<file path="src/design/jtft_pkg.sv">
`default_nettype none

package jtft_pkg;

	// request codes
	localparam logic [1:0] REQ_DISPATCH = 2'd0;
	localparam logic [1:0] REQ_ACK      = 2'd1;
	localparam logic [1:0] REQ_CHECK    = 2'd2;

	// configuration register indexes
	localparam logic CFG_TIMEOUT_BASE = 1'b0;
	localparam logic CFG_RATE_SHIFT   = 1'b1;

	// configuration reset values and field widths
	localparam logic [7:0] TIMEOUT_BASE_RST = 8'd5;
	localparam logic [5:0] RATE_SHIFT_RST   = 6'd27;
	localparam int         CFG_W            = 8;
	localparam int         WORD_W           = 32;

	typedef enum logic [2:0] {
		KIND_DISPATCHED  = 3'd0,
		KIND_COMPLETED   = 3'd1,
		KIND_UNKNOWN_ACK = 3'd2,
		KIND_REASSIGNED  = 3'd3,
		KIND_NO_SPARE    = 3'd4,
		KIND_NONE_LATE   = 3'd5
	} result_kind_t;

	// controller to datapath
	typedef struct packed {
		logic         load;
		logic         scan_clear;
		logic         scan_run;
		logic         late_take;
		logic         spare_take;
		logic         ack_commit;
		logic         sum_calc;
		logic         move;
		logic         assign_wr;
		logic         emit;
		result_kind_t kind;
	} dp_cmd_t;

	// datapath to controller
	typedef struct packed {
		logic [1:0] req_code;
		logic       slot_ok;
		logic       ack_hit;
		logic       late_hit;
		logic       spare_hit;
		logic       scan_end;
	} dp_stat_t;

endpackage

`default_nettype wire

</file>
<file path="src/design/jtft_ram.sv">
`default_nettype none

module jtft_ram #(
	parameter int WIDTH = 64,
	parameter int DEPTH = 8
) (
	input  wire logic                     clk,
	input  wire logic                     we,
	input  wire logic [$clog2(DEPTH)-1:0] waddr,
	input  wire logic [WIDTH-1:0]         wdata,
	input  wire logic [$clog2(DEPTH)-1:0] raddr,
	output logic      [WIDTH-1:0]         rdata
);

	logic [WIDTH-1:0] mem_q [DEPTH];

	// one write port, registered read port
	always_ff @(posedge clk) begin
		if (we) begin
			mem_q[waddr] <= wdata;
		end
		rdata <= mem_q[raddr];
	end

endmodule

`default_nettype wire

</file>
<file path="src/design/jtft_ctrl.sv">
`default_nettype none

module jtft_ctrl (
	input  wire logic               clk,
	input  wire logic               arst_n,
	input  wire logic               start,
	output logic                    busy,
	input  wire jtft_pkg::dp_stat_t stat,
	output jtft_pkg::dp_cmd_t       cmd
);

	import jtft_pkg::*;

	typedef enum logic [7:0] {
		S_IDLE  = 8'b0000_0001,
		S_ACK   = 8'b0000_0010,
		S_LATE  = 8'b0000_0100,
		S_SPARE = 8'b0000_1000,
		S_DSUM  = 8'b0001_0000,
		S_DWR   = 8'b0010_0000,
		S_MSUM  = 8'b0100_0000,
		S_MWR   = 8'b1000_0000
	} state_t;

	state_t state_q;
	state_t state_d;

	assign busy = (state_q != S_IDLE);

	// next state and datapath commands
	always_comb begin
		cmd     = '0;
		state_d = state_q;
		case (state_q)
			S_IDLE: begin
				if (start) begin
					cmd.load = 1'b1;
					case (stat.req_code)
						REQ_DISPATCH: begin
							if (stat.slot_ok) begin
								state_d = S_DSUM;
							end
						end
						REQ_ACK: begin
							cmd.scan_clear = 1'b1;
							state_d        = S_ACK;
						end
						REQ_CHECK: begin
							cmd.scan_clear = 1'b1;
							state_d        = S_LATE;
						end
						default: ;
					endcase
				end
			end
			S_ACK: begin
				cmd.scan_run = 1'b1;
				if (stat.ack_hit) begin
					cmd.ack_commit = 1'b1;
					cmd.emit       = 1'b1;
					cmd.kind       = KIND_COMPLETED;
					state_d        = S_IDLE;
				end else if (stat.scan_end) begin
					cmd.emit = 1'b1;
					cmd.kind = KIND_UNKNOWN_ACK;
					state_d  = S_IDLE;
				end
			end
			S_LATE: begin
				cmd.scan_run = 1'b1;
				if (stat.late_hit) begin
					cmd.late_take  = 1'b1;
					cmd.scan_clear = 1'b1;
					state_d        = S_SPARE;
				end else if (stat.scan_end) begin
					cmd.emit = 1'b1;
					cmd.kind = KIND_NONE_LATE;
					state_d  = S_IDLE;
				end
			end
			S_SPARE: begin
				cmd.scan_run = 1'b1;
				if (stat.spare_hit) begin
					cmd.spare_take = 1'b1;
					state_d        = S_MSUM;
				end else if (stat.scan_end) begin
					cmd.emit = 1'b1;
					cmd.kind = KIND_NO_SPARE;
					state_d  = S_IDLE;
				end
			end
			S_DSUM: begin
				cmd.sum_calc = 1'b1;
				state_d      = S_DWR;
			end
			S_DWR: begin
				cmd.assign_wr = 1'b1;
				cmd.emit      = 1'b1;
				cmd.kind      = KIND_DISPATCHED;
				state_d       = S_IDLE;
			end
			S_MSUM: begin
				cmd.move     = 1'b1;
				cmd.sum_calc = 1'b1;
				state_d      = S_MWR;
			end
			S_MWR: begin
				cmd.move      = 1'b1;
				cmd.assign_wr = 1'b1;
				cmd.emit      = 1'b1;
				cmd.kind      = KIND_REASSIGNED;
				state_d       = S_IDLE;
			end
			default: begin
				state_d = S_IDLE;
			end
		endcase
	end

	// state register
	always_ff @(posedge clk or negedge arst_n) begin
		if (!arst_n) begin
			state_q <= S_IDLE;
		end else begin
			state_q <= state_d;
		end
	end

endmodule

`default_nettype wire

</file>
<file path="src/design/jtft_dp.sv">
`default_nettype none

module jtft_dp #(
	parameter int SLOTS = 8
) (
	input  wire logic                       clk,
	input  wire logic                       arst_n,
	input  wire logic                       cfg_we,
	input  wire logic                       cfg_index,
	input  wire logic [jtft_pkg::CFG_W-1:0] cfg_data,
	input  wire logic [1:0]                 req_type,
	input  wire logic [2:0]                 slot,
	input  wire logic [31:0]                job_size,
	input  wire logic [31:0]                job_offset,
	input  wire logic [31:0]                ack_id,
	input  wire logic [31:0]                now,
	input  wire jtft_pkg::dp_cmd_t          cmd,
	output jtft_pkg::dp_stat_t              stat,
	output logic                            result_valid,
	output logic [2:0]                      result_kind,
	output logic [2:0]                      client,
	output logic [2:0]                      spare_client,
	output logic [31:0]                     out_size,
	output logic [31:0]                     out_offset,
	output logic [31:0]                     wait_id,
	output logic [31:0]                     send_id,
	output logic [31:0]                     deadline,
	output logic                            all_done
);

	import jtft_pkg::*;

	localparam int             SW      = $clog2(SLOTS);
	localparam int             EW      = SW + 3;
	localparam int             CW      = $clog2(SLOTS + 1);
	localparam logic [SW-1:0]  LAST    = SW'(SLOTS - 1);
	localparam logic [CW-1:0]  CNT_MAX = CW'(SLOTS);
	localparam logic [EW-1:0]  SLOT_LIM = EW'(SLOTS);

	// configuration
	logic [7:0]        base_q;
	logic [5:0]        shift_q;

	// latched request
	logic [SW-1:0]     slot_q;
	logic [31:0]       size_q;
	logic [31:0]       offset_q;
	logic [31:0]       ack_q;
	logic [31:0]       now_q;

	// slot state held in flops
	logic [31:0]       next_id_q;
	logic [CW-1:0]     done_cnt_q;
	logic [SLOTS-1:0]  fin_q;
	logic [SLOTS-1:0]  brk_q;
	logic [SLOTS-1:0]  vld_q;

	// scan engine
	logic [SW-1:0]     addr_q;
	logic              issue_q;
	logic              rd_vld_s1;
	logic [SW-1:0]     rd_idx_s1;
	logic [SW-1:0]     late_q;
	logic [SW-1:0]     spare_q;
	logic [31:0]       sum_q;

	// table ports
	logic [63:0]       ida_rd;
	logic [63:0]       job_rd;
	logic [SW-1:0]     tgt;
	logic [31:0]       new_dl;

	logic [EW-1:0]     slot_ext;
	logic [31:0]       rd_wait;
	logic [31:0]       rd_dl;
	logic [31:0]       src_size;
	logic [31:0]       src_off;
	logic [31:0]       extra;
	logic [CW-1:0]     done_nxt;

	logic [EW-1:0]     slot_x;
	logic [EW-1:0]     idx_x;
	logic [EW-1:0]     late_x;
	logic [EW-1:0]     spare_x;

	// result staging
	logic [2:0]        cl_d;
	logic [2:0]        sp_d;
	logic [31:0]       sz_d;
	logic [31:0]       of_d;
	logic [31:0]       wt_d;
	logic [31:0]       sd_d;
	logic [31:0]       dl_d;

	logic              result_valid_q;
	result_kind_t      kind_q;
	logic [2:0]        client_q;
	logic [2:0]        spare_q_out;
	logic [31:0]       size_out_q;
	logic [31:0]       offset_out_q;
	logic [31:0]       wait_q;
	logic [31:0]       send_q;
	logic [31:0]       dl_out_q;
	logic              all_done_q;

	// waiting id and deadline per slot
	jtft_ram #(
		.WIDTH (64),
		.DEPTH (SLOTS)
	) u_ida_ram (
		.clk   (clk),
		.we    (cmd.assign_wr),
		.waddr (tgt),
		.wdata ({next_id_q, new_dl}),
		.raddr (addr_q),
		.rdata (ida_rd)
	);

	// job size and offset per slot, read at the late slot
	jtft_ram #(
		.WIDTH (64),
		.DEPTH (SLOTS)
	) u_job_ram (
		.clk   (clk),
		.we    (cmd.assign_wr),
		.waddr (tgt),
		.wdata ({src_size, src_off}),
		.raddr (late_q),
		.rdata (job_rd)
	);

	// request decode and scan compares
	always_comb begin
		slot_ext = EW'(slot);
		rd_wait  = vld_q[rd_idx_s1] ? ida_rd[63:32] : 32'd0;
		rd_dl    = vld_q[rd_idx_s1] ? ida_rd[31:0] : 32'd0;

		stat.req_code  = req_type;
		stat.slot_ok   = (slot_ext < SLOT_LIM);
		stat.ack_hit   = rd_vld_s1 && (rd_wait == ack_q);
		stat.late_hit  = rd_vld_s1 && !brk_q[rd_idx_s1] && !fin_q[rd_idx_s1]
			&& (rd_dl < now_q);
		stat.spare_hit = rd_vld_s1 && (rd_idx_s1 != late_q) && fin_q[rd_idx_s1]
			&& !brk_q[rd_idx_s1];
		stat.scan_end  = rd_vld_s1 && (rd_idx_s1 == LAST);
	end

	// job source, deadline and target
	always_comb begin
		src_size = cmd.move ? job_rd[63:32] : size_q;
		src_off  = cmd.move ? job_rd[31:0] : offset_q;
		extra    = (shift_q < 6'd32) ? (src_size >> shift_q) : 32'd0;
		tgt      = cmd.move ? spare_q : slot_q;
		new_dl   = now_q + sum_q;
		done_nxt = (cmd.ack_commit && (done_cnt_q < CNT_MAX)) ? done_cnt_q + 1'b1
			: done_cnt_q;
	end

	// result field selection
	always_comb begin
		slot_x  = EW'(slot_q);
		idx_x   = EW'(rd_idx_s1);
		late_x  = EW'(late_q);
		spare_x = EW'(spare_q);
		cl_d    = 3'd0;
		sp_d    = 3'd0;
		sz_d    = 32'd0;
		of_d    = 32'd0;
		wt_d    = 32'd0;
		sd_d    = 32'd0;
		dl_d    = 32'd0;
		case (cmd.kind)
			KIND_DISPATCHED: begin
				cl_d = slot_x[2:0];
				sz_d = src_size;
				of_d = src_off;
				wt_d = next_id_q;
				sd_d = next_id_q + 32'd1;
				dl_d = new_dl;
			end
			KIND_COMPLETED: begin
				cl_d = idx_x[2:0];
			end
			KIND_REASSIGNED: begin
				cl_d = late_x[2:0];
				sp_d = spare_x[2:0];
				sz_d = src_size;
				of_d = src_off;
				wt_d = next_id_q;
				sd_d = next_id_q + 32'd1;
				dl_d = new_dl;
			end
			KIND_NO_SPARE: begin
				cl_d = late_x[2:0];
			end
			default: ;
		endcase
	end

	// configuration registers
	always_ff @(posedge clk or negedge arst_n) begin
		if (!arst_n) begin
			base_q  <= TIMEOUT_BASE_RST;
			shift_q <= RATE_SHIFT_RST;
		end else if (cfg_we) begin
			case (cfg_index)
				CFG_TIMEOUT_BASE: base_q  <= cfg_data;
				CFG_RATE_SHIFT:   shift_q <= cfg_data[5:0];
				default: ;
			endcase
		end
	end

	// request capture and deadline partial sum
	always_ff @(posedge clk) begin
		if (cmd.load) begin
			slot_q   <= slot_ext[SW-1:0];
			size_q   <= job_size;
			offset_q <= job_offset;
			ack_q    <= ack_id;
			now_q    <= now;
		end
		if (cmd.sum_calc) begin
			sum_q <= extra + 32'(base_q);
		end
		if (cmd.late_take) begin
			late_q <= rd_idx_s1;
		end
		if (cmd.spare_take) begin
			spare_q <= rd_idx_s1;
		end
	end

	// slot marks, id counter and completion count
	always_ff @(posedge clk or negedge arst_n) begin
		if (!arst_n) begin
			next_id_q  <= 32'd1;
			done_cnt_q <= '0;
			fin_q      <= '0;
			brk_q      <= '0;
			vld_q      <= '0;
		end else begin
			done_cnt_q <= done_nxt;
			if (cmd.ack_commit) begin
				fin_q[rd_idx_s1] <= 1'b1;
			end
			if (cmd.assign_wr) begin
				next_id_q  <= next_id_q + 32'd2;
				vld_q[tgt] <= 1'b1;
				fin_q[tgt] <= 1'b0;
				brk_q[tgt] <= 1'b0;
				if (cmd.move) begin
					brk_q[late_q] <= 1'b1;
				end
			end
		end
	end

	// scan address issue and read tracking
	always_ff @(posedge clk or negedge arst_n) begin
		if (!arst_n) begin
			addr_q    <= '0;
			issue_q   <= 1'b0;
			rd_vld_s1 <= 1'b0;
			rd_idx_s1 <= '0;
		end else if (cmd.scan_clear) begin
			addr_q    <= '0;
			issue_q   <= 1'b1;
			rd_vld_s1 <= 1'b0;
		end else if (cmd.scan_run) begin
			rd_vld_s1 <= issue_q;
			rd_idx_s1 <= addr_q;
			if (issue_q) begin
				if (addr_q == LAST) begin
					issue_q <= 1'b0;
				end else begin
					addr_q <= addr_q + 1'b1;
				end
			end
		end else begin
			rd_vld_s1 <= 1'b0;
		end
	end

	// result strobe
	always_ff @(posedge clk or negedge arst_n) begin
		if (!arst_n) begin
			result_valid_q <= 1'b0;
		end else begin
			result_valid_q <= cmd.emit;
		end
	end

	// result payload
	always_ff @(posedge clk) begin
		if (cmd.emit) begin
			kind_q       <= cmd.kind;
			client_q     <= cl_d;
			spare_q_out  <= sp_d;
			size_out_q   <= sz_d;
			offset_out_q <= of_d;
			wait_q       <= wt_d;
			send_q       <= sd_d;
			dl_out_q     <= dl_d;
			all_done_q   <= (done_nxt == CNT_MAX);
		end
	end

	assign result_valid = result_valid_q;
	assign result_kind  = kind_q;
	assign client       = client_q;
	assign spare_client = spare_q_out;
	assign out_size     = size_out_q;
	assign out_offset   = offset_out_q;
	assign wait_id      = wait_q;
	assign send_id      = send_q;
	assign deadline     = dl_out_q;
	assign all_done     = all_done_q;

endmodule

`default_nettype wire

</file>
<file path="src/design/job_timeout_failover_tracker.sv">
`default_nettype none

// Tracks one job per worker slot with a waiting id, a deadline and finished and
// broken marks. A request is taken when start is high and busy is low; each
// dispatch, acknowledgement or timeout check gives one result, shown for exactly
// one cycle with result_valid high, and the receiver cannot hold it off (a
// dispatch to a slot at or beyond SLOTS or an unused request type gives none).
// Timing is set by the slot table, which has one read port and is scanned one
// slot per cycle: a dispatch does the deadline add and then the write, an
// acknowledgement at most one pass over the slots, and a timeout check one pass
// for the late slot, one for a spare, then the deadline add and the move.
// The waiting ids and deadlines read as zero until a slot is first written.
module job_timeout_failover_tracker #(
	parameter int SLOTS = 8
) (
	input  wire logic                       clk,
	input  wire logic                       arst_n,
	input  wire logic                       cfg_we,
	input  wire logic                       cfg_index,
	input  wire logic [jtft_pkg::CFG_W-1:0] cfg_data,
	input  wire logic                       start,
	output logic                            busy,
	input  wire logic [1:0]                 req_type,
	input  wire logic [2:0]                 slot,
	input  wire logic [31:0]                job_size,
	input  wire logic [31:0]                job_offset,
	input  wire logic [31:0]                ack_id,
	input  wire logic [31:0]                now,
	output logic                            result_valid,
	output logic [2:0]                      result_kind,
	output logic [2:0]                      client,
	output logic [2:0]                      spare_client,
	output logic [31:0]                     out_size,
	output logic [31:0]                     out_offset,
	output logic [31:0]                     wait_id,
	output logic [31:0]                     send_id,
	output logic [31:0]                     deadline,
	output logic                            all_done
);

	import jtft_pkg::*;

	dp_cmd_t  cmd;
	dp_stat_t stat;

	// sequencing
	jtft_ctrl u_ctrl (
		.clk    (clk),
		.arst_n (arst_n),
		.start  (start),
		.busy   (busy),
		.stat   (stat),
		.cmd    (cmd)
	);

	// slot tables, scan engine and result registers
	jtft_dp #(
		.SLOTS (SLOTS)
	) u_dp (
		.clk          (clk),
		.arst_n       (arst_n),
		.cfg_we       (cfg_we),
		.cfg_index    (cfg_index),
		.cfg_data     (cfg_data),
		.req_type     (req_type),
		.slot         (slot),
		.job_size     (job_size),
		.job_offset   (job_offset),
		.ack_id       (ack_id),
		.now          (now),
		.cmd          (cmd),
		.stat         (stat),
		.result_valid (result_valid),
		.result_kind  (result_kind),
		.client       (client),
		.spare_client (spare_client),
		.out_size     (out_size),
		.out_offset   (out_offset),
		.wait_id      (wait_id),
		.send_id      (send_id),
		.deadline     (deadline),
		.all_done     (all_done)
	);

endmodule

`default_nettype wire
</file>
<file path="config.mk">
export PLATFORM = sky130hd
export DESIGN_NAME = job_timeout_failover_tracker
export DESIGN_NICKNAME = d
export VERILOG_FILES = /design/src/design/jtft_pkg.sv /design/src/design/jtft_ram.sv /design/src/design/jtft_ctrl.sv /design/src/design/jtft_dp.sv /design/src/design/job_timeout_failover_tracker.sv
export SDC_FILE = /design/constraint.sdc
export NUM_CORES = 2
export LEC_CHECK = 0
export BUFFER_PORTS_ARGS = -buffer_cell sky130_fd_sc_hd__clkbuf_2
export CAP_MARGIN = 0
export CORE_MARGIN = 4
export CORE_UTILIZATION = 60
export DETAILED_ROUTE_END_ITERATION = 16
export GPL_TIMING_DRIVEN = 0
export PLACE_DENSITY = 0.89
export SLEW_MARGIN = 10
export SYNTH_ARGS = -nofsm -noshare
export SYNTH_HDL_FRONTEND = slang
export SYNTH_SLANG_ARGS = --single-unit
</file>
<file path="constraint.sdc">
create_clock -name clk -period 13.7 [get_ports clk]
set_input_delay 1.37 -clock clk [delete_from_list [all_inputs] [get_ports clk]]
set_output_delay 1.37 -clock clk [all_outputs]
set_load 0.005 [all_outputs]
</file>
Word level (Yosys, flattened, before mapping)

Memory sizes are Yosys's and may differ from the RTL's. A register that Yosys moved wholly into a read port is not among the register bits.
Index checks and enable logic that the tools add are counted.

Bits in registers: 430
Output and inout port bits: 172
Bits in writable memories: 1024
Memories: 2
Bits of input ports: 146
Logic and storage cells: 171

Memories:

| memory               | depth | width | rd ports | clocked after memory_dff | write ports | RTL line       | source |
|---|---|---|---|---|---|---|---|
| u_dp.u_ida_ram.mem_q | 8     | 64    | 1        | 1                        | 1           | jtft_ram.sv:15 | `logic [WIDTH-1:0] mem_q [DEPTH];` |
| u_dp.u_job_ram.mem_q | 8     | 64    | 1        | 1                        | 1           | jtft_ram.sv:15 |  |

Shift operators: 1
Bitwise gates (word level): 8
Add/sub/neg operators: 6
Equal/unequal tests: 22
Reduce and logical (&&, ||, !) cells: 30
$lt $le $gt $ge: 9
Multiplexer cells: 63

Operators with widths:

| cell                    | number |
|---|---|
| $mux W32                | 5 |
| $mux W8                 | 8 |
| $pmux W8 S6             | 1 |
| $add A32 B1 Y32 const B | 1 |
| $add A32 B2 Y32 const B | 1 |
| $add A32 B32 Y32        | 1 |
| $add A32 B8 Y32         | 1 |
| $eq A32 B32 Y1          | 1 |
| $lt A32 B32 Y1          | 1 |
| $shr A32 B6 Y32         | 1 |
| $mux W4                 | 7 |
| $mux W1                 | 26 |
| $or A8 B8 Y8            | 3 |
| $pmux W8 S3             | 1 |
| $pmux W4 S5             | 1 |
| $and A8 B8 Y8           | 2 |
| $mux W3                 | 5 |
| $logic_and A1 B1 Y1     | 12 |
| $lt A3 B4 Y1 const B    | 3 |
| $reduce_or A2 Y1        | 6 |
| $bmux W1 S3             | 3 |
| $demux W1 S3            | 3 |
| $eq A3 B3 Y1 const B    | 3 |
| $ge A3 B1 Y1 const B    | 3 |
| 33 further kinds        | 40 |

Logic depth before layout (Yosys ltp)

Depth after elaboration: 12
Gate-level depth with buffers: 26

Hierarchy

From an unflattened synthesis, not the netlist that was laid out.

Cell total of the unflattened synthesis: 3642
Area, all modules: 65193.8 sq um

By module, submodules not included:

| module    | area an instance (sq um) | instances | sequential area each (sq um) | cells each |
|---|---|---|---|---|
| jtft_ram  | 20547.2                  | 2         | 16656.0                      | 816 |
| jtft_dp   | 23393.7                  | 1         | 12209.2                      | 1929 |
| jtft_ctrl | 705.7                    | 1         | 201.4                        | 81 |

Least setup slack after synthesis

Ideal clock, no wire load.

Kind: flip-flop to flip-flop
From: register u_ctrl.state_q[1]
To: register u_dp.vld_q[5]
Arrival: 11.811 ns
Setup slack: 1.769 ns
Clock period less this slack: 11.931 ns
Stages on the path, launching flop included: 11
Setup time: 0.120 ns
Buffers on the path: 5
Cell sequence: dfrtp_1 clkbuf_1 nor2_1 nand3_2 buf_2 buf_2 buf_1 clkbuf_1 a31oi_1 nor3_1 or2_2

Longest elaborated chain between the ends: 9
Elaborated cells between the ends (all ways): 14
Those cells by class: 2 x order compare; 3 x eq/ne; 5 x mux; 1 x bitwise; 3 x reduce/logical

Ends and longest elaborated chain:

| item                                                               | RTL line         | source |
|---|---|---|
| from (decl)                                                        | jtft_ctrl.sv:25  | `state_t state_q;` |
| from (signal assigned)                                             | jtft_ctrl.sv:125 | `state_q <= state_d;` |
| $eq A8 B7 Y1 or $eq A8 B8 Y1 (tied branches)                       | jtft_ctrl.sv:34  | `case (state_q)` |
| $reduce_or A2 Y1 (no line)                                         | -                |  |
| $mux W1                                                            | jtft_ctrl.sv:34  |  |
| $mux W3                                                            | jtft_dp.sv:153   | `tgt = cmd.move ? spare_q : slot_q;` |
| $lt A3 B4 Y1 (not written as such) or $ge A3 B1 Y1 (tied branches) | jtft_dp.sv:249   | `vld_q[tgt] <= 1'b1;` |
| $logic_and A1 B1 Y1 (not written as such)                          | jtft_dp.sv:249   |  |
| $mux W1 (not written as such)                                      | jtft_dp.sv:249   |  |
| $demux W1 S3                                                       | -                |  |
| $or A8 B8 Y8 (no line)                                             | -                |  |
| to (signal assigned)                                               | jtft_dp.sv:241   | `vld_q <= '0;` |
| to (signal, indexed assignment)                                    | jtft_dp.sv:249   |  |
| to (decl)                                                          | jtft_dp.sv:56    | `logic [SLOTS-1:0] vld_q;` |

Parallel ways exist; a longest one is shown, timed or not.
A chain may end at the register's enable or synchronous reset.

==> metrics <==
RR Startpoint=u_dp.rd_idx_s1[1]; Worst-Margin Slew=1.418 ns; area occupied by multi-input gates=17970 µm²; Clock Latency Late Sink=between 0.7 and 0.8 ns; Rel. slew slack=~5.5%; RSZ-0062 raised after global routing=false; Final min period=between 8 and 9 ns; CP Cell Sequence=clkbuf_1, mux4_2, a222oi_1, buf_2, buf_4, clkbuf_1, nor2b_1, ha_1, nand4_1, nor2_1, nand3_1, a211oi_1, nor3_1, a211oi_1, o221a_2, inv_1, buf_2, nand2_4, buf_16, buf_16; WS Path Type=register to register; Hold-fix buffers, CTS=0; largest net degree at the start of global routing=91; Iteration-0 DRC Markers=6687; most frequent cell after synthesis=edfxtp_1; starting density of the core=60.42%; non-filler cells, final=6154; routed len/inst=~32 µm; area delta synth->final=14.80%; Yosys reg bits=approximately 1600; Crit Path Max Fanout=between 50 and 60; final worst-path cycle share=about three fifths; global route overflow=0; critical path depth=20; R2R Setup Slk=approximately 5.3 ns; reg2reg end=u_dp.out_offset[17]; # DRC=0; I/O pin count=around 320; total CTS buffers=151; Rows=120; gr usage total=a little over a third; H-tree Lvls=4; share of synthesized flip-flops with an asynchronous set or reset=approximately 5.7%; die area=113000 µm²; crit path from=u_dp.rd_idx_s1[1]; Top delay family on crit path=buffers and inverters; CTS tree=done; Max Cap Violations=0; GP Congestion=roughly 1; drt pass-1 iters=7; Setup Fix Bufs, Post-CTS=0; CP Buf/Inv Count=8; vias in the first global route=42291; Seq/Total Area, Yosys=a little over two thirds; filler cell count=6272; EDFF count, synth=1354; Critical Path AT=just under 9 ns; worst vdd ir=roughly 0.00012 V; Syn Nets=around 4300; Slew Viols, Final=0; Mapped Avg Cell Area=between 15 and 20 µm²; PwrDens=roughly 150 nW/µm²; Worst setup EP type=register; fmax=between 0.1 and 0.15 GHz; count of final hold-check violations=0; Die W=~340 µm; initial antenna violation count=11; Synth top area share=62.94%; HP Class=register to register; clk_skew=around 0.034 ns; CP max stage delay=0.95 ns; Final Power=roughly 0.011 W; Worst R2R Path Depth=20; PortBufs=between 300 and 400; synth top area cells=edfxtp_1, mux4_2, dfxtp_1, dfrtp_1, mux2_2; Placed Cells=approximately 5900; storage element area=approximately 45000 µm²; Vias=roughly 42000; Die Y=336.1 µm; area leader, netlist=edfxtp_1; Syn. warnings=0; fraction of layout cells with a size suffix above 1=a little over a fifth; dpl ws=5.755 ns; Root Buffer=clkbuf_16; TritonCTS Sinks=roughly 1600; Resized cells post-CTS=0; Mapped Area=~65000 µm²; routed vias/inst=between 6 and 7; Total Neg Setup Slack=0 ns; first-pass GRT wire length=284300 µm; DPL Wire Length=129400 µm; Synth Instances=4064; run status=complete, no violations; Worst-path clk slew=~0.07 ns; Main synth FF type=edfxtp_1; Worst EP required=about 14 ns; total wire length=197200 µm; remaining antenna violation count=0; critical path startpoint category=register; unique cell type count in the Yosys netlist=between 90 and 100; CTS max path bufs=3; setup violators final=0; crit path to=u_dp.out_offset[17]; Pleak=~27 nW; Post-synth top cells=edfxtp_1, nand2_1, nor2_1, mux4_2, a21oi_1; final net count=roughly 4800; slowest CP cell=a222oi_1; hold path start=u_dp.base_q[2]; worst setup margin=5.303 ns; worst hold slack=about 0.47 ns; core area=approximately 110000 µm²
cell families (layout without fill, tap and decap cells):
group / Yosys count / count (layout) / synth area share (%)
simple gates: 918 / 918 / 6.931
other cells: 1 / 9 / 0.005805
buf+inv: 307 / 986 / 1.910
flops: 1571 / 1571 / 70.38
mux: 440 / 440 / 10.62
fa+ha+maj: 79 / 79 / 1.553
compound gates: 614 / 614 / 6.781
xor+xnor: 134 / 134 / 1.817
how the worst min path moves through the flow:
stage / endpoint / slack, ns / cells past startpoint
2_1_floorplan: u_dp.u_job_ram.rdata[30] / 0.42 / 2
3_5_place_dp: u_dp.base_q[2] / 0.46 / 2
4_1_cts: u_dp.base_q[2] / 0.47 / 2
6_report: u_dp.base_q[2] / 0.47 / 2
3_3_place_gp: u_dp.u_job_ram.rdata[30] / 0.43 / 2
5_1_grt: u_dp.base_q[2] / 0.48 / 2
sequential cells by signal (all words and copies together), names as in the netlist, 4 cells and up:
register,count
u_dp.done_cnt_q,4
u_dp.ack_q,32
u_dp.u_job_ram.rdata,64
u_dp.wait_id,32
u_dp.brk_q,8
u_dp.base_q,8
u_dp.out_offset,32
u_dp.size_q,32
u_dp.u_ida_ram.mem_q,504
u_dp.offset_q,32
u_dp.vld_q,8
u_ctrl.state_q,8
u_dp.fin_q,8
u_dp.shift_q,6
u_dp.out_size,32
u_dp.deadline,32
u_dp.u_ida_ram.rdata,63
u_dp.u_job_ram.mem_q,512
u_dp.send_id,31
u_dp.now_q,32
u_dp.sum_q,32
u_dp.next_id_q,31
layout by cell type, fill, tap and decap left out, drive strengths merged, types with 39 or more instances in the layout:
cell / n
a21oi: 167
a221oi: 62
buf: 147
clkbuf: 662
clkinv: 47
dfrtp: 83
dfxtp: 127
edfxtp: 1354
ha: 77
inv: 113
mux2: 138
mux2i: 120
mux4: 182
nand2: 312
nand3: 39
nor2: 218
nor2b: 99
nor3: 40
o21ai: 91
xnor2: 89
xor2: 45
where the power goes:
part,internal [W],switching [W],leakage [nW]
Sequential,0.00550,0.000127,15.3
Combinational,0.000491,0.000945,9.20
Clock,0.00237,0.00185,2.43
Total,0.00836,0.00292,26.9
area by class of cell:
| type | instances | area share [%] |
|---|---|---|
| diodes | 8 | 0.02700 |
| plain buffers | 204 | 1.142 |
| clock buffers | 208 | 5.642 |
| clock inverters | 74 | 1.073 |
| inverters | 103 | 0.5416 |
| multi-input cells | 2186 | 24.23 |
| flip-flops and latches | 1571 | 61.31 |
| well taps | 1403 | 2.367 |
| repair buffers | 397 | 3.668 |
layer usage:
metal | vias up | global-route usage [%] | part of all wire [%]
met5 | - | 0 | 0.041
met4 | 14 | 19.80 | 6.8
met3 | 889 | 10.40 | 14
met1 | 20544 | 43.38 | 33
met2 | 3927 | 54.78 | 47
li1 | 16927 | - | -
worst register-to-register path: cells and delay by family, from the launching register on:
family	cells	cell delay, ns
buffers and inverters	8	2.93
flip-flops	1	0.42
multiplexers	1	0.41
adder cells (fa/ha/maj)	1	0.39
AND/OR/NAND/NOR	6	1.31
AO/OA/AOI/OAI	4	2.49
through the flow:
stage | cell area, µm² | util (%)
4_1_cts | 74110 | 69.32
3_5_place_dp | 69130 | 64.67
2_1_floorplan | 64600 | -
6_report | 74150 | 69.37
5_1_grt | 74130 | 69.35
3_3_place_gp | 67930 | 63.55
Power figures use the tool's default switching activity.
